## config.mk

```make
export PLATFORM = sky130hd
export DESIGN_NAME = can_bit_timing_solver_core
export DESIGN_NICKNAME = d
export VERILOG_FILES = /design/src/hw/rtl/cbts_pkg.sv /design/src/hw/rtl/can_bit_timing_solver_core.sv
export VERILOG_INCLUDE_DIRS = /design/src /design/src/hw/rtl
export SDC_FILE = /design/constraint.sdc
export NUM_CORES = 1
export LEC_CHECK = 0
export BUFFER_PORTS_ARGS = -buffer_cell sky130_fd_sc_hd__buf_4
export CAP_MARGIN = 5
export CORE_ASPECT_RATIO = 1.1
export CORE_MARGIN = 3
export CORE_UTILIZATION = 32
export DETAILED_ROUTE_END_ITERATION = 6
export MAX_ROUTING_LAYER = met4
export PLACE_DENSITY = 0.6
export SYNTH_ARGS = -nofsm -noshare
export SYNTH_HDL_FRONTEND = slang
export SYNTH_SLANG_ARGS = --single-unit
```

## constraint.sdc

```tcl
create_clock -name aclk -period 6.9 [get_ports aclk]
set_input_delay 1.035 -clock aclk [delete_from_list [all_inputs] [get_ports aclk]]
set_output_delay 1.035 -clock aclk [all_outputs]
set_load 0.01 [all_outputs]
```

## src/hw/rtl/can_bit_timing_solver_core_defines.svh

```systemverilog
// Assertion macros shared by the CAN bit timing solver RTL.
`ifndef CAN_BIT_TIMING_SOLVER_CORE_DEFINES_SVH
`define CAN_BIT_TIMING_SOLVER_CORE_DEFINES_SVH

// Checks that a condition implies another in the same cycle, outside reset.
`define CBTS_ASSERT_SAME(label, ante, cons) \
    label: assert property (@(posedge aclk) disable iff (!aresetn) (ante) |-> (cons)) \
        else $error("cbts assertion failed");

// Checks that a condition implies another in the following cycle, outside reset.
`define CBTS_ASSERT_NEXT(label, ante, cons) \
    label: assert property (@(posedge aclk) disable iff (!aresetn) (ante) |=> (cons)) \
        else $error("cbts assertion failed");

`endif

```

## src/hw/rtl/cbts_pkg.sv

```systemverilog
// Constants and timing field helpers for the CAN bit timing solver.
`timescale 1ns / 1ps
`default_nettype none

package cbts_pkg;

    localparam int CLOCK_W   = 32;
    localparam int BITRATE_W = 20;
    localparam int TQ_W      = 5;
    localparam int SPAN_W    = BITRATE_W + TQ_W;
    localparam int WORD_W    = 23;
    localparam int PRESC_W   = 10;

    localparam logic [TQ_W-1:0]    TQ_MAX       = 5'd25;
    localparam logic [TQ_W-1:0]    TQ_MIN       = 5'd8;
    localparam logic [CLOCK_W-1:0] PRESCALE_MAX = 32'd1024;
    localparam logic [3:0]         PHASE2_MAX   = 4'd8;
    localparam logic [5:0]         PHASE1_MAX   = 6'd16;
    localparam logic [3:0]         JUMP_CAP     = 4'd4;

    // Register index decoded from paddr[2].
    localparam logic REG_CLOCK_RATE = 1'b0;

    localparam logic STATUS_OK   = 1'b0;
    localparam logic STATUS_FAIL = 1'b1;

    // Phase two is a quarter of the quanta count, held to 1..8.
    function automatic logic [3:0] phase2_of(input logic [TQ_W-1:0] tq);
        logic [3:0] p;
        p = {1'b0, tq[4:2]};
        if (p < 4'd1) begin
            p = 4'd1;
        end
        if (p > PHASE2_MAX) begin
            p = PHASE2_MAX;
        end
        return p;
    endfunction

    // Phase one takes what is left after the sync quantum and phase two.
    function automatic logic [5:0] phase1_of(input logic [TQ_W-1:0] tq);
        return {1'b0, tq} - 6'd1 - {2'b00, phase2_of(tq)};
    endfunction

    function automatic logic phase1_fits(input logic [TQ_W-1:0] tq);
        logic [5:0] p;
        p = phase1_of(tq);
        return (p != 6'd0) && (p <= PHASE1_MAX);
    endfunction

    function automatic logic [WORD_W-1:0] build_word(input logic [TQ_W-1:0]    tq,
                                                     input logic [PRESC_W-1:0] presc_m1);
        logic [3:0] ph2;
        logic [5:0] ph1;
        logic [3:0] jump;
        logic [3:0] ph2_m1;
        logic [5:0] ph1_m1;
        logic [3:0] jump_m1;
        ph2     = phase2_of(tq);
        ph1     = phase1_of(tq);
        jump    = (ph2 < JUMP_CAP) ? ph2 : JUMP_CAP;
        ph2_m1  = ph2 - 4'd1;
        ph1_m1  = ph1 - 6'd1;
        jump_m1 = jump - 4'd1;
        return {ph2_m1[2:0], ph1_m1[3:0], jump_m1[1:0], 4'b0000, presc_m1};
    endfunction

endpackage

`default_nettype wire

```

## src/hw/rtl/can_bit_timing_solver_core.sv

```systemverilog
// CAN bit timing solver: searches quanta counts with one shared restoring divider.
`timescale 1ns / 1ps
`default_nettype none

`include "can_bit_timing_solver_core_defines.svh"

// Each accepted bit rate word yields one result word: a packed CAN timing word
// for the clock held in the clock rate register, or a failure status with a zero
// word. Quanta counts from 25 down to 8 are tried in turn; each trial forms
// bitrate times count in the multiply state, then runs a 32-step restoring
// divider (one quotient bit per cycle) and ends in the check state. A zero
// clock or zero bit rate goes straight to the finish state; otherwise the
// search stops at the first passing count or after all 18 counts. A result
// waits in the finish state while the previous one is still in the output
// register, and s_ready stays low until it is loaded there. A finished result
// waits in the output register, and the next word is accepted while it waits.
module can_bit_timing_solver_core (
    input  wire logic                            aclk,
    input  wire logic                            aresetn,
    input  wire logic                            psel,
    input  wire logic                            penable,
    input  wire logic                            pwrite,
    input  wire logic [2:0]                      paddr,
    input  wire logic [31:0]                     pwdata,
    output logic      [31:0]                     prdata,
    output logic                                 pready,
    input  wire logic                            s_valid,
    output logic                                 s_ready,
    input  wire logic [cbts_pkg::BITRATE_W-1:0]  s_bitrate,
    output logic                                 m_valid,
    input  wire logic                            m_ready,
    output logic                                 m_status,
    output logic      [cbts_pkg::WORD_W-1:0]     m_timing_word
);

    typedef enum logic [4:0] {
        ST_IDLE   = 5'b00001,
        ST_MUL    = 5'b00010,
        ST_DIV    = 5'b00100,
        ST_CHECK  = 5'b01000,
        ST_FINISH = 5'b10000
    } state_t;

    state_t                              state_reg, state_next;
    logic [cbts_pkg::CLOCK_W-1:0]        clock_rate_reg;
    logic [cbts_pkg::BITRATE_W-1:0]      rate_reg, rate_next;
    logic [cbts_pkg::TQ_W-1:0]           tq_reg, tq_next;
    logic [cbts_pkg::SPAN_W-1:0]         span_reg, span_next;
    logic [cbts_pkg::SPAN_W-1:0]         rem_reg, rem_next;
    logic [cbts_pkg::CLOCK_W-1:0]        quo_reg, quo_next;
    logic [4:0]                          bit_cnt_reg, bit_cnt_next;
    logic                                res_status_reg, res_status_next;
    logic [cbts_pkg::WORD_W-1:0]         res_word_reg, res_word_next;
    logic                                m_valid_reg, m_valid_next;
    logic                                m_status_reg, m_status_next;
    logic [cbts_pkg::WORD_W-1:0]         m_word_reg, m_word_next;

    logic                                cfg_write;
    logic [cbts_pkg::SPAN_W:0]           rem_shift;
    logic                                sub_ok;
    logic [cbts_pkg::SPAN_W:0]           rem_diff;
    logic                                trial_ok;
    logic [cbts_pkg::PRESC_W-1:0]        presc_m1;
    logic                                out_free;

    // Configuration port.
    assign pready    = 1'b1;
    assign cfg_write = psel && penable && pwrite && pready
                       && (paddr[2] == cbts_pkg::REG_CLOCK_RATE);
    assign prdata    = (paddr[2] == cbts_pkg::REG_CLOCK_RATE) ? clock_rate_reg : '0;

    always_ff @(posedge aclk) begin
        if (!aresetn) begin
            clock_rate_reg <= '0;
        end else if (cfg_write) begin
            clock_rate_reg <= pwdata;
        end
    end

    // Shared divider step: shift in one dividend bit, subtract the span if it fits.
    assign rem_shift = {rem_reg, quo_reg[cbts_pkg::CLOCK_W-1]};
    assign sub_ok    = rem_shift >= {1'b0, span_reg};
    assign rem_diff  = rem_shift - {1'b0, span_reg};

    assign trial_ok  = (quo_reg != '0) && (quo_reg <= cbts_pkg::PRESCALE_MAX)
                       && (rem_reg == '0) && cbts_pkg::phase1_fits(tq_reg);
    assign presc_m1  = quo_reg[cbts_pkg::PRESC_W-1:0] - cbts_pkg::PRESC_W'(1);

    assign out_free  = !m_valid_reg || m_ready;
    assign s_ready   = (state_reg == ST_IDLE);

    always_comb begin
        state_next      = state_reg;
        rate_next       = rate_reg;
        tq_next         = tq_reg;
        span_next       = span_reg;
        rem_next        = rem_reg;
        quo_next        = quo_reg;
        bit_cnt_next    = bit_cnt_reg;
        res_status_next = res_status_reg;
        res_word_next   = res_word_reg;
        m_valid_next    = m_valid_reg && !m_ready;
        m_status_next   = m_status_reg;
        m_word_next     = m_word_reg;

        unique case (state_reg)
            ST_IDLE: begin
                if (s_valid) begin
                    rate_next = s_bitrate;
                    tq_next   = cbts_pkg::TQ_MAX;
                    if ((s_bitrate == '0) || (clock_rate_reg == '0)) begin
                        res_status_next = cbts_pkg::STATUS_FAIL;
                        res_word_next   = '0;
                        state_next      = ST_FINISH;
                    end else begin
                        state_next = ST_MUL;
                    end
                end
            end
            ST_MUL: begin
                span_next    = cbts_pkg::SPAN_W'(rate_reg) * cbts_pkg::SPAN_W'(tq_reg);
                rem_next     = '0;
                quo_next     = clock_rate_reg;
                bit_cnt_next = '0;
                state_next   = ST_DIV;
            end
            ST_DIV: begin
                // The remainder stays below the span, so it fits the span width.
                rem_next     = sub_ok ? rem_diff[cbts_pkg::SPAN_W-1:0]
                                      : rem_shift[cbts_pkg::SPAN_W-1:0];
                quo_next     = {quo_reg[cbts_pkg::CLOCK_W-2:0], sub_ok};
                bit_cnt_next = bit_cnt_reg + 5'd1;
                if (bit_cnt_reg == 5'd31) begin
                    state_next = ST_CHECK;
                end
            end
            ST_CHECK: begin
                if (trial_ok) begin
                    res_status_next = cbts_pkg::STATUS_OK;
                    res_word_next   = cbts_pkg::build_word(tq_reg, presc_m1);
                    state_next      = ST_FINISH;
                end else if (tq_reg == cbts_pkg::TQ_MIN) begin
                    res_status_next = cbts_pkg::STATUS_FAIL;
                    res_word_next   = '0;
                    state_next      = ST_FINISH;
                end else begin
                    tq_next    = tq_reg - 5'd1;
                    state_next = ST_MUL;
                end
            end
            ST_FINISH: begin
                if (out_free) begin
                    m_valid_next  = 1'b1;
                    m_status_next = res_status_reg;
                    m_word_next   = res_word_reg;
                    state_next    = ST_IDLE;
                end
            end
            default: begin
                state_next = ST_IDLE;
            end
        endcase
    end

    always_ff @(posedge aclk) begin
        if (!aresetn) begin
            state_reg   <= ST_IDLE;
            m_valid_reg <= 1'b0;
            tq_reg      <= cbts_pkg::TQ_MAX;
            bit_cnt_reg <= '0;
        end else begin
            state_reg   <= state_next;
            m_valid_reg <= m_valid_next;
            tq_reg      <= tq_next;
            bit_cnt_reg <= bit_cnt_next;
        end
    end

    always_ff @(posedge aclk) begin
        rate_reg       <= rate_next;
        span_reg       <= span_next;
        rem_reg        <= rem_next;
        quo_reg        <= quo_next;
        res_status_reg <= res_status_next;
        res_word_reg   <= res_word_next;
        m_status_reg   <= m_status_next;
        m_word_reg     <= m_word_next;
    end

    assign m_valid       = m_valid_reg;
    assign m_status      = m_status_reg;
    assign m_timing_word = m_word_reg;

    `CBTS_ASSERT_SAME(a_fail_word_zero,
                      m_valid && (m_status == cbts_pkg::STATUS_FAIL),
                      m_timing_word == '0)
    `CBTS_ASSERT_SAME(a_gap_bits_zero, m_valid, m_timing_word[13:10] == 4'b0000)
    `CBTS_ASSERT_NEXT(a_busy_after_accept, s_valid && s_ready, !s_ready)
    `CBTS_ASSERT_SAME(a_tq_in_range,
                      state_reg != ST_IDLE,
                      (tq_reg >= cbts_pkg::TQ_MIN) && (tq_reg <= cbts_pkg::TQ_MAX))

endmodule

`default_nettype wire
```

==> reports/metrics.yaml, run 1 <==
maxSlewHeadroom_pct: 20.31
n_fill_cell: 3854
critical_path_required_ns: 7.11
ys_ff_latch: 190
post-cts-setup-buffer-count: 0
firstDrtPassIters: 5
drc_errors: 0
fin_skew_ns: 0.01682
yosysTopAreaCell: "edfxtp_1"
worstSetupEndpointType: "flip-flop"
placementRows: 75
grt_pass1_wl_mm: 45.74
finalInstanceArea_um2: 14410
fmax_ghz: 0.1931
period_share_pct: 75.05
ys_types: 77
place.gp.congestion: 0.8579
first_iter_violations: 533
ys.flop_type: "edfxtp_1"
final.setup.tns_ns: 0
power.internal_mw: 2.885
dieArea_um2: 41350
cts_root_buf: "clkbuf_16"
switching_share_pct: 37.50
grt_pass1_vias: 9049
portBuffers: 113
min_path_type: "reg -> reg"
insertedDiodeCount: 0
power_frac_seq_pct: 33.6
cts_buffers: 17
rsz0062_at_grt: "false"
yosysSeqAreaShare_pct: 41.93
clockBufferDepth: 2
syn_inst: 1283
cts_hold_buf: 0
htreeDepth: 4
synth_edf_count: 142
synth_area_per_cell_um2: 9.713
grt_overflow: 0
ys_warn_count: 0
die_h_um: 213.0
switching_power_mw: 1.731
setup-violations-final: 0
drv_cap: 0
netlist_area_um2: 12460
cp.arrival_ns: 5.38
wl_per_cell_um: 14.71
start_util_pct: 32.55
cts_tree: "done"
synth.most_common_cell: "nand2_1"
cts_resized: 0
routed_wl_mm: 27.77
antenna_found_initial: 0
period_needed_ns: 5.178
clk_pin_slew_ns: 0.07
path_max_fanout: 27
yosysTopAreaCellShare_pct: 34.22
drive_gt1_share_pct: 13.62
hpwl_mm: 21.26
syn_to_final_growth_pct: 15.60
p_clk_share_pct: 22.0
ir_worst_vdd_mv: 0.1939
outcome: "completed"
clk_latency_ns: 0.46
layout.nets: 1561
grt_usage_pct: 13.95
via_per_inst: 4.792
worst_pin_slew_ns: 1.194
clkSinkCount: 190
place_area_um2: 13790
die_x_um: 194.2
num_io_pins: 121
vias: 9048
path_class: "reg -> reg"
finalMaxSlewViolations: 0
powerDensity_nw_per_um2: 320.5
start_kind: "flip-flop"
synth_area_leaders: "edfxtp_1 (34%), fa_1 (9.2%), dfxtp_1 (7.7%), ha_1 (6.7%), nand2_1 (6.6%)"
async_flop_share_pct: 0
p_leak_nw: 5.966
core_um2: 38290
comb_power_share_pct: 44.4
grt_max_degree: 44
drtAntennaViolNets: 0
synth_commonest_cells: "nand2_1 (220), edfxtp_1 (142), inv_1 (118)"
finalHoldViolCount: 0
[logic make-up (layout without fill, tap and decap cells)]
group / Yosys count / after routing / synth area share [%]
AND/OR/NAND/NOR: 524 / 524 / 20.57
AO/OA/AOI/OAI: 200 / 200 / 10.50
flip-flops: 190 / 190 / 41.93
buffers and inverters: 171 / 273 / 5.612
adder cells (fa/ha/maj): 124 / 124 / 15.88
XOR/XNOR: 54 / 54 / 3.946
multiplexers: 18 / 18 / 1.496
other: 2 / 5 / 0.06026
[stage by stage]
stage                     utilization (%)  setup slack (ns)  instances  power, mW  hold slack [ns]
after floorplan                         -             2.077       1286      3.204           0.4003
after global placement              36.03             1.793       1856      3.594           0.4026
after detailed placement            36.03             1.783       1856      3.640           0.4045
after CTS                           37.63             1.754       1888      4.669           0.4231
after global routing                37.63             1.464       1888      5.014           0.4270
final                               37.63             1.722       1888      4.617           0.4228
[per-layer routing]
metal,vias up,track usage [%],part of all wire [%]
met2,116,23.06,48
met5,-,-,0
li1,4546,-,-
met3,28,2.351,2.2
met4,0,3.962,1.8
met1,4358,17.86,48
[cell usage in the layout (no fill, tap or decap), types with 7 or more instances in the layout]
master	instances
nor2b_1	41
a21o_1	12
nor4_1	27
o21ai_0	33
nor3_1	14
nand2b_1	7
o21a_1	11
dfxtp_1	48
buf_4	122
mux2i_1	13
nand3_1	20
inv_1	117
xnor2_1	33
and2_1	78
nand2_1	220
o21bai_1	7
and3_1	7
fa_1	57
a21oi_1	78
nor2_1	73
a211oi_1	9
xor2_1	20
o22ai_1	8
ha_1	67
edfxtp_1	142
clkbuf_16	18
nand4_1	9
[path summary, 6_finish.rpt]
| check | from | end | slack [ns] | depth (start not counted) |
|---|---|---|---|---|
| max | tq_reg[4]$_SDFFE_PN1P_ | span_reg[23]$_DFFE_PP_ | 1.72 | 15 |
| min | res_word_reg[3]$_SDFFCE_PN0P_ | m_timing_word[3]$_DFFE_PP_ | 0.42 | 0 |
| max reg2reg | tq_reg[4]$_SDFFE_PN1P_ | span_reg[23]$_DFFE_PP_ | 1.72 | 15 |
| min reg2reg | res_word_reg[3]$_SDFFCE_PN0P_ | m_timing_word[3]$_DFFE_PP_ | 0.42 | 0 |
[worst max-delay path: stages (launching register included)]
cell and delay, ns:
dfxtp_1 0.98, and2_1 0.27, fa_1 0.42, fa_1 0.54
inv_1 0.05, fa_1 0.52, inv_1 0.04, ha_1 0.25
a2111oi_2 0.37, o21ai_1 0.18, a41oi_2 0.31, a21oi_1 0.19
o41ai_4 0.33, o2111ai_1 0.19, a21oi_1 0.20, xnor2_1 0.07
[area by class of cell]
class / instances / area, um^2 / share of cell area (%)
Inverter: 119 / 446.7 / 3.101
Clock inverter: 14 / 161.4 / 1.120
Clock buffer: 18 / 450.4 / 3.127
Tap cell: 500 / 625.6 / 4.343
Multi-Input combinational cell: 925 / 6581 / 45.68
Timing Repair Buffer: 122 / 915.9 / 6.357
Sequential cell: 190 / 5225 / 36.27
[power by group through the flow]
stage	clock network [mW]	logic, mW	registers (mW)
CTS	1.05	2.07	1.55
global placement	0	2.02	1.57
detailed placement	0	2.06	1.58
finish	1.01	2.05	1.55
global route	1.09	2.36	1.56
floorplan	0	1.65	1.55
No activity file was read; power rests on OpenSTA's default activity.
==> run 2, diff against run 1 <==
--- a/config.mk
+++ b/config.mk
@@ -13,7 +13,7 @@
 export CORE_UTILIZATION = 32
 export DETAILED_ROUTE_END_ITERATION = 6
 export MAX_ROUTING_LAYER = met4
-export PLACE_DENSITY = 0.6
+export PLACE_DENSITY = 0.62
 export SYNTH_ARGS = -nofsm -noshare
 export SYNTH_HDL_FRONTEND = slang
 export SYNTH_SLANG_ARGS = --single-unit
==> constraint.sdc (replaced) <==
create_clock -name aclk -period 4.15 [get_ports aclk]
set_input_delay 0.6225 -clock aclk [delete_from_list [all_inputs] [get_ports aclk]]
set_output_delay 0.6225 -clock aclk [all_outputs]
set_load 0.01 [all_outputs]
==> reports/metrics.yaml, run 2 (synthesis results as in run 1) <==
outcome: "complete, but fails checks"
failed_checks: "negative setup slack"
drive_gt1_share_pct: 21.13
drv_cap: 0
die_x_um: 194.2
layout_setup_ws_ns: -0.005011
final_cells: 1967
p_leak_nw: 6.397
cts_buffers: 17
startpoint: "rate_reg[5]$_DFFE_PP_"
period_needed_ns: 4.155
path_max_fanout: 3
grt_usage_pct: 13.90
clk_latency_ns: 0.46
layout_commonest_cell: "nand2_1"
critical_path_required_ns: 4.35
comb_power_share_pct: 52.2
cts_hold_buf: 0
dieArea_um2: 41350
finalMaxSlewViolations: 0
fin_util_pct: 40.01
first_iter_violations: 462
path_class: "reg -> reg"
insertedDiodeCount: 0
power_frac_seq_pct: 28.7
whs_ns: 0.3547
grt_max_degree: 44
cts_root_buf: "clkbuf_16"
htreeDepth: 4
power.internal_mw: 5.771
period_share_pct: 100.1
rr_startpoint: "rate_reg[5]$_DFFE_PP_"
setup-violations-final: 1
clk_pin_slew_ns: 0.07
fmax_ghz: 0.2407
switching_share_pct: 35.48
finalInstanceArea_um2: 15320
firstDrtPassIters: 5
grt_pass1_wl_mm: 45.83
p_clk_share_pct: 19.1
core_um2: 38290
final.setup.tns_ns: -0.005011
portBuffers: 113
finalHoldViolCount: 0
drc_errors: 0
wl_per_cell_um: 14.24
worst_pin_slew_ns: 1.143
hold_depth: 1
most-common-layout-cells: "nand2_1 (220), buf_4 (197), edfxtp_1 (142)"
layout.nets: 1640
routed_wl_mm: 28.01
antenna_found_initial: 0
place.gp.congestion: 0.8825
rsz0062_at_grt: "true"
switching_power_mw: 3.174
grt_pass1_vias: 9133
rrSetupSlack_ns: -0.005
grt_overflow: 0
ir_worst_vdd_mv: 0.3352
clockBufferDepth: 2
r2r_cells: 15
num_io_pins: 121
vias: 9419
cp.arrival_ns: 4.36
multi_input_comb_area_um2: 6847
placementRows: 75
drtAntennaViolNets: 0
worstSetupEndpointType: "flip-flop"
pre_cts_ws_ns: -0.2939
via_per_inst: 4.789
fin_skew_ns: 0.01514
powerDensity_nw_per_um2: 583.9
place_area_um2: 14470
clkSinkCount: 190
cts_tree: "done"
crit_end: "span_reg[23]$_DFFE_PP_"
min_path_type: "in -> reg"
r2r-end: "span_reg[23]$_DFFE_PP_"
hp-start: "s_bitrate[10]"
die_h_um: 213.0
power.total_mw: 8.945
dp_cells: 1924
hpwl_mm: 21.63
start_kind: "flip-flop"
regArea_um2: 5234
syn_to_final_growth_pct: 22.93
n_fill_cell: 3790
maxSlewHeadroom_pct: 23.74
start_util_pct: 32.55
==> run 2: metal layers <==
metal	track usage [%]	up-vias	part of all wire [%]
met5	-	-	0
met4	4.755	0	2.0
met3	2.099	33	3.1
met2	22.34	161	49
met1	18.13	4523	46
li1	-	4702	-
==> run 2: critical path, cell delays in order (launching register included) <==
cell,delay [ns]
edfxtp_1,0.38
buf_4,0.13
nand2_1,0.07
fa_1,0.51
fa_1,0.54
inv_1,0.06
fa_2,0.48
ha_4,0.18
a2111oi_4,0.36
o21ai_2,0.13
a41oi_2,0.25
a21oi_2,0.12
o41ai_4,0.26
o2111ai_1,0.20
a21oi_2,0.16
xnor2_1,0.07
==> run 2: power groups by stage <==
stage	Sequential, mW	Clock, mW	Combinational [mW]
CTS	2.57	1.75	4.52
global route	2.59	1.83	5.29
global placement	2.61	0	4.29
detailed placement	2.61	0	4.33
floorplan	2.58	0	2.96
finish	2.57	1.71	4.67
==> run 2: final cells by class <==
class | instances | share of cell area [%]
inverter | 119 | 2.916
timing repair buffer | 201 | 10.18
clock inverter | 14 | 1.168
sequential | 190 | 34.16
tap | 500 | 4.084
clock buffer | 18 | 2.801
multi-input combinational | 925 | 44.69
==> run 2: worst min-delay path by stage <==
stage                                       end  slack (ns)
detailed placement   m_timing_word[8]$_DFFE_PP_        0.40
finish                   rate_reg[10]$_DFFE_PP_        0.35
global placement    m_timing_word[21]$_DFFE_PP_        0.40
CTS                      rate_reg[12]$_DFFE_PP_        0.32
global route             rate_reg[10]$_DFFE_PP_        0.33
floorplan                    m_status$_DFFE_PP_        0.40
==> run 2: repair_timing <==
action                     in CTS  in global routing
setup buffers                   8                  3
resized for setup              21                 18
pin swaps                      19                  8
setup endpoints to repair       9                  7
==> run 3, diff against run 2 <==
--- a/config.mk
+++ b/config.mk
@@ -13,7 +13,6 @@
 export CORE_UTILIZATION = 32
 export DETAILED_ROUTE_END_ITERATION = 6
 export MAX_ROUTING_LAYER = met4
-export PLACE_DENSITY = 0.62
 export SYNTH_ARGS = -nofsm -noshare
 export SYNTH_HDL_FRONTEND = slang
 export SYNTH_SLANG_ARGS = --single-unit
==> reports/metrics.yaml, run 3 (synthesis results as in run 1) <==
clkSinkCount: 190
finalMaxSlewViolations: 0
path_buf_inv: 2
maxSlewHeadroom_pct: 25.10
worstSetupEndpointType: "flip-flop"
cp.arrival_ns: 4.37
placementRows: 75
powerDensity_nw_per_um2: 576.3
grt_max_degree: 59
place.gp.congestion: 0.8471
grt_pass1_vias: 9089
max_stage_delay_ns: 0.55
critical_path_required_ns: 4.36
whs_ns: 0.3495
die_x_um: 194.2
firstDrtPassIters: 5
dieArea_um2: 41350
via_per_inst: 4.778
path_depth: 15
hold_depth: 1
cts_hold_buf: 0
htreeDepth: 4
hp-start: "s_bitrate[11]"
antenna_found_initial: 0
power.internal_mw: 5.627
grt_pass1_wl_mm: 45.83
power.total_mw: 8.751
wl_per_cell_um: 14.18
switching_power_mw: 3.124
min_delay_worst_endpoint: "rate_reg[11]$_DFFE_PP_"
worst_pin_slew_ns: 1.123
grt_overflow: 0
routed_wl_mm: 27.73
syn_to_final_growth_pct: 21.85
cp_common_cell: "fa_1"
place_area_um2: 14380
finalHoldViolCount: 0
clk_latency_ns: 0.46
drc_errors: 0
period_needed_ns: 4.161
insertedDiodeCount: 0
cts_tree: "done"
vias: 9341
start_util_pct: 32.55
p_leak_nw: 6.334
comb_power_share_pct: 51.4
power_frac_seq_pct: 29.3
min_path_type: "in -> reg"
rrSetupSlack_ns: -0.01
num_io_pins: 121
final_cells: 1955
period_share_pct: 100.3
grt_usage_pct: 13.86
switching_share_pct: 35.69
setup-violations-final: 1
r2r_cells: 15
portBuffers: 113
rr_startpoint: "rate_reg[8]$_DFFE_PP_"
rsz0062_at_grt: "true"
path_class: "reg -> reg"
layout_commonest_cell: "nand2_1"
fin_skew_ns: 0.01527
path_max_fanout: 4
most-common-layout-cells: "nand2_1 (220), buf_4 (186), edfxtp_1 (142)"
cts_buffers: 17
die_h_um: 213.0
layout.nets: 1628
p_clk_share_pct: 19.2
core_um2: 38290
finalInstanceArea_um2: 15180
n_fill_cell: 3825
fmax_ghz: 0.2403
cts_root_buf: "clkbuf_16"
clk_pin_slew_ns: 0.07
drtAntennaViolNets: 0
outcome: "complete, but fails checks"
r2r-end: "span_reg[24]$_DFFE_PP_"
first_iter_violations: 631
crit_family: "adder cells"
ir_worst_vdd_mv: 0.3104
failed_checks: "negative setup slack"
start_kind: "flip-flop"
critPathSlowestCell: "fa_1"
hpwl_mm: 21.46
cp_cell_sequence: "and2_1 > fa_1 > fa_1 > inv_1 > fa_1 > inv_1 > ha_4 > and3_4 > and3_4 > o221ai_4 > a211oi_2 > nor2_1 > o2111ai_1 > a21oi_1 > xnor2_1"
drive_gt1_share_pct: 20.27
dp_cells: 1913
pre_cts_ws_ns: -0.2685
layout_setup_ws_ns: -0.01092
clockBufferDepth: 2
drv_cap: 0
## run 3: cell types whose count changed in the layout (fill, tap and decap cells not counted), sizes merged
cell,delta
clkbuf,+1
clkinv,-1
inv,+2
bufinv,-2
buf,-12
## run 3: per-stage QoR
step           util, %  setup TNS, ns
6_report         39.66       -0.01092
2_1_floorplan        -              0
4_1_cts          39.48      -0.001750
5_1_grt          39.66        -0.6597
3_5_place_dp     37.55        -0.9645
3_3_place_gp     37.55        -0.5197
## run 3: layout make-up
type	instances	area, um^2	share of cell area, %
repair buffers	189	1456	9.591
clock inverters	13	137.6	0.9064
clock buffers	19	475.5	3.131
multi-input cells	925	6809	44.84
inverters	119	446.7	2.942
flip-flops and latches	190	5234	34.47
well taps	500	625.6	4.120
## run 3: timing repair
item	4_1_cts	5_1_grt
gates resized for setup	21	9
setup buffers	6	4
setup endpoints to repair	8	8
pin swaps	21	11
## run 3: power groups by stage
stage	logic, mW	clock network (mW)	registers, mW
finish	4.50	1.68	2.57
global route	5.08	1.81	2.59
floorplan	2.96	0	2.58
CTS	4.44	1.72	2.57
detailed placement	4.23	0	2.61
global placement	4.20	0	2.60
## run 3: worst max-delay path by stage
stage	from	endpoint
3_5_place_dp	tq_reg[4]$_SDFFE_PN1P_	span_reg[24]$_DFFE_PP_
2_1_floorplan	tq_reg[3]$_SDFFE_PN1P_	span_reg[23]$_DFFE_PP_
4_1_cts	rate_reg[6]$_DFFE_PP_	span_reg[23]$_DFFE_PP_
5_1_grt	rate_reg[8]$_DFFE_PP_	span_reg[24]$_DFFE_PP_
3_3_place_gp	tq_reg[4]$_SDFFE_PN1P_	span_reg[24]$_DFFE_PP_
6_report	rate_reg[8]$_DFFE_PP_	span_reg[24]$_DFFE_PP_
## run 3: metal layers
layer	vias to the layer above	wire length, um	global-route usage (%)
li1	4676	-	-
met1	4453	12660	17.85
met2	177	13580	22.59
met3	35	867	2.004
met4	0	615	4.854
met5	-	0	-
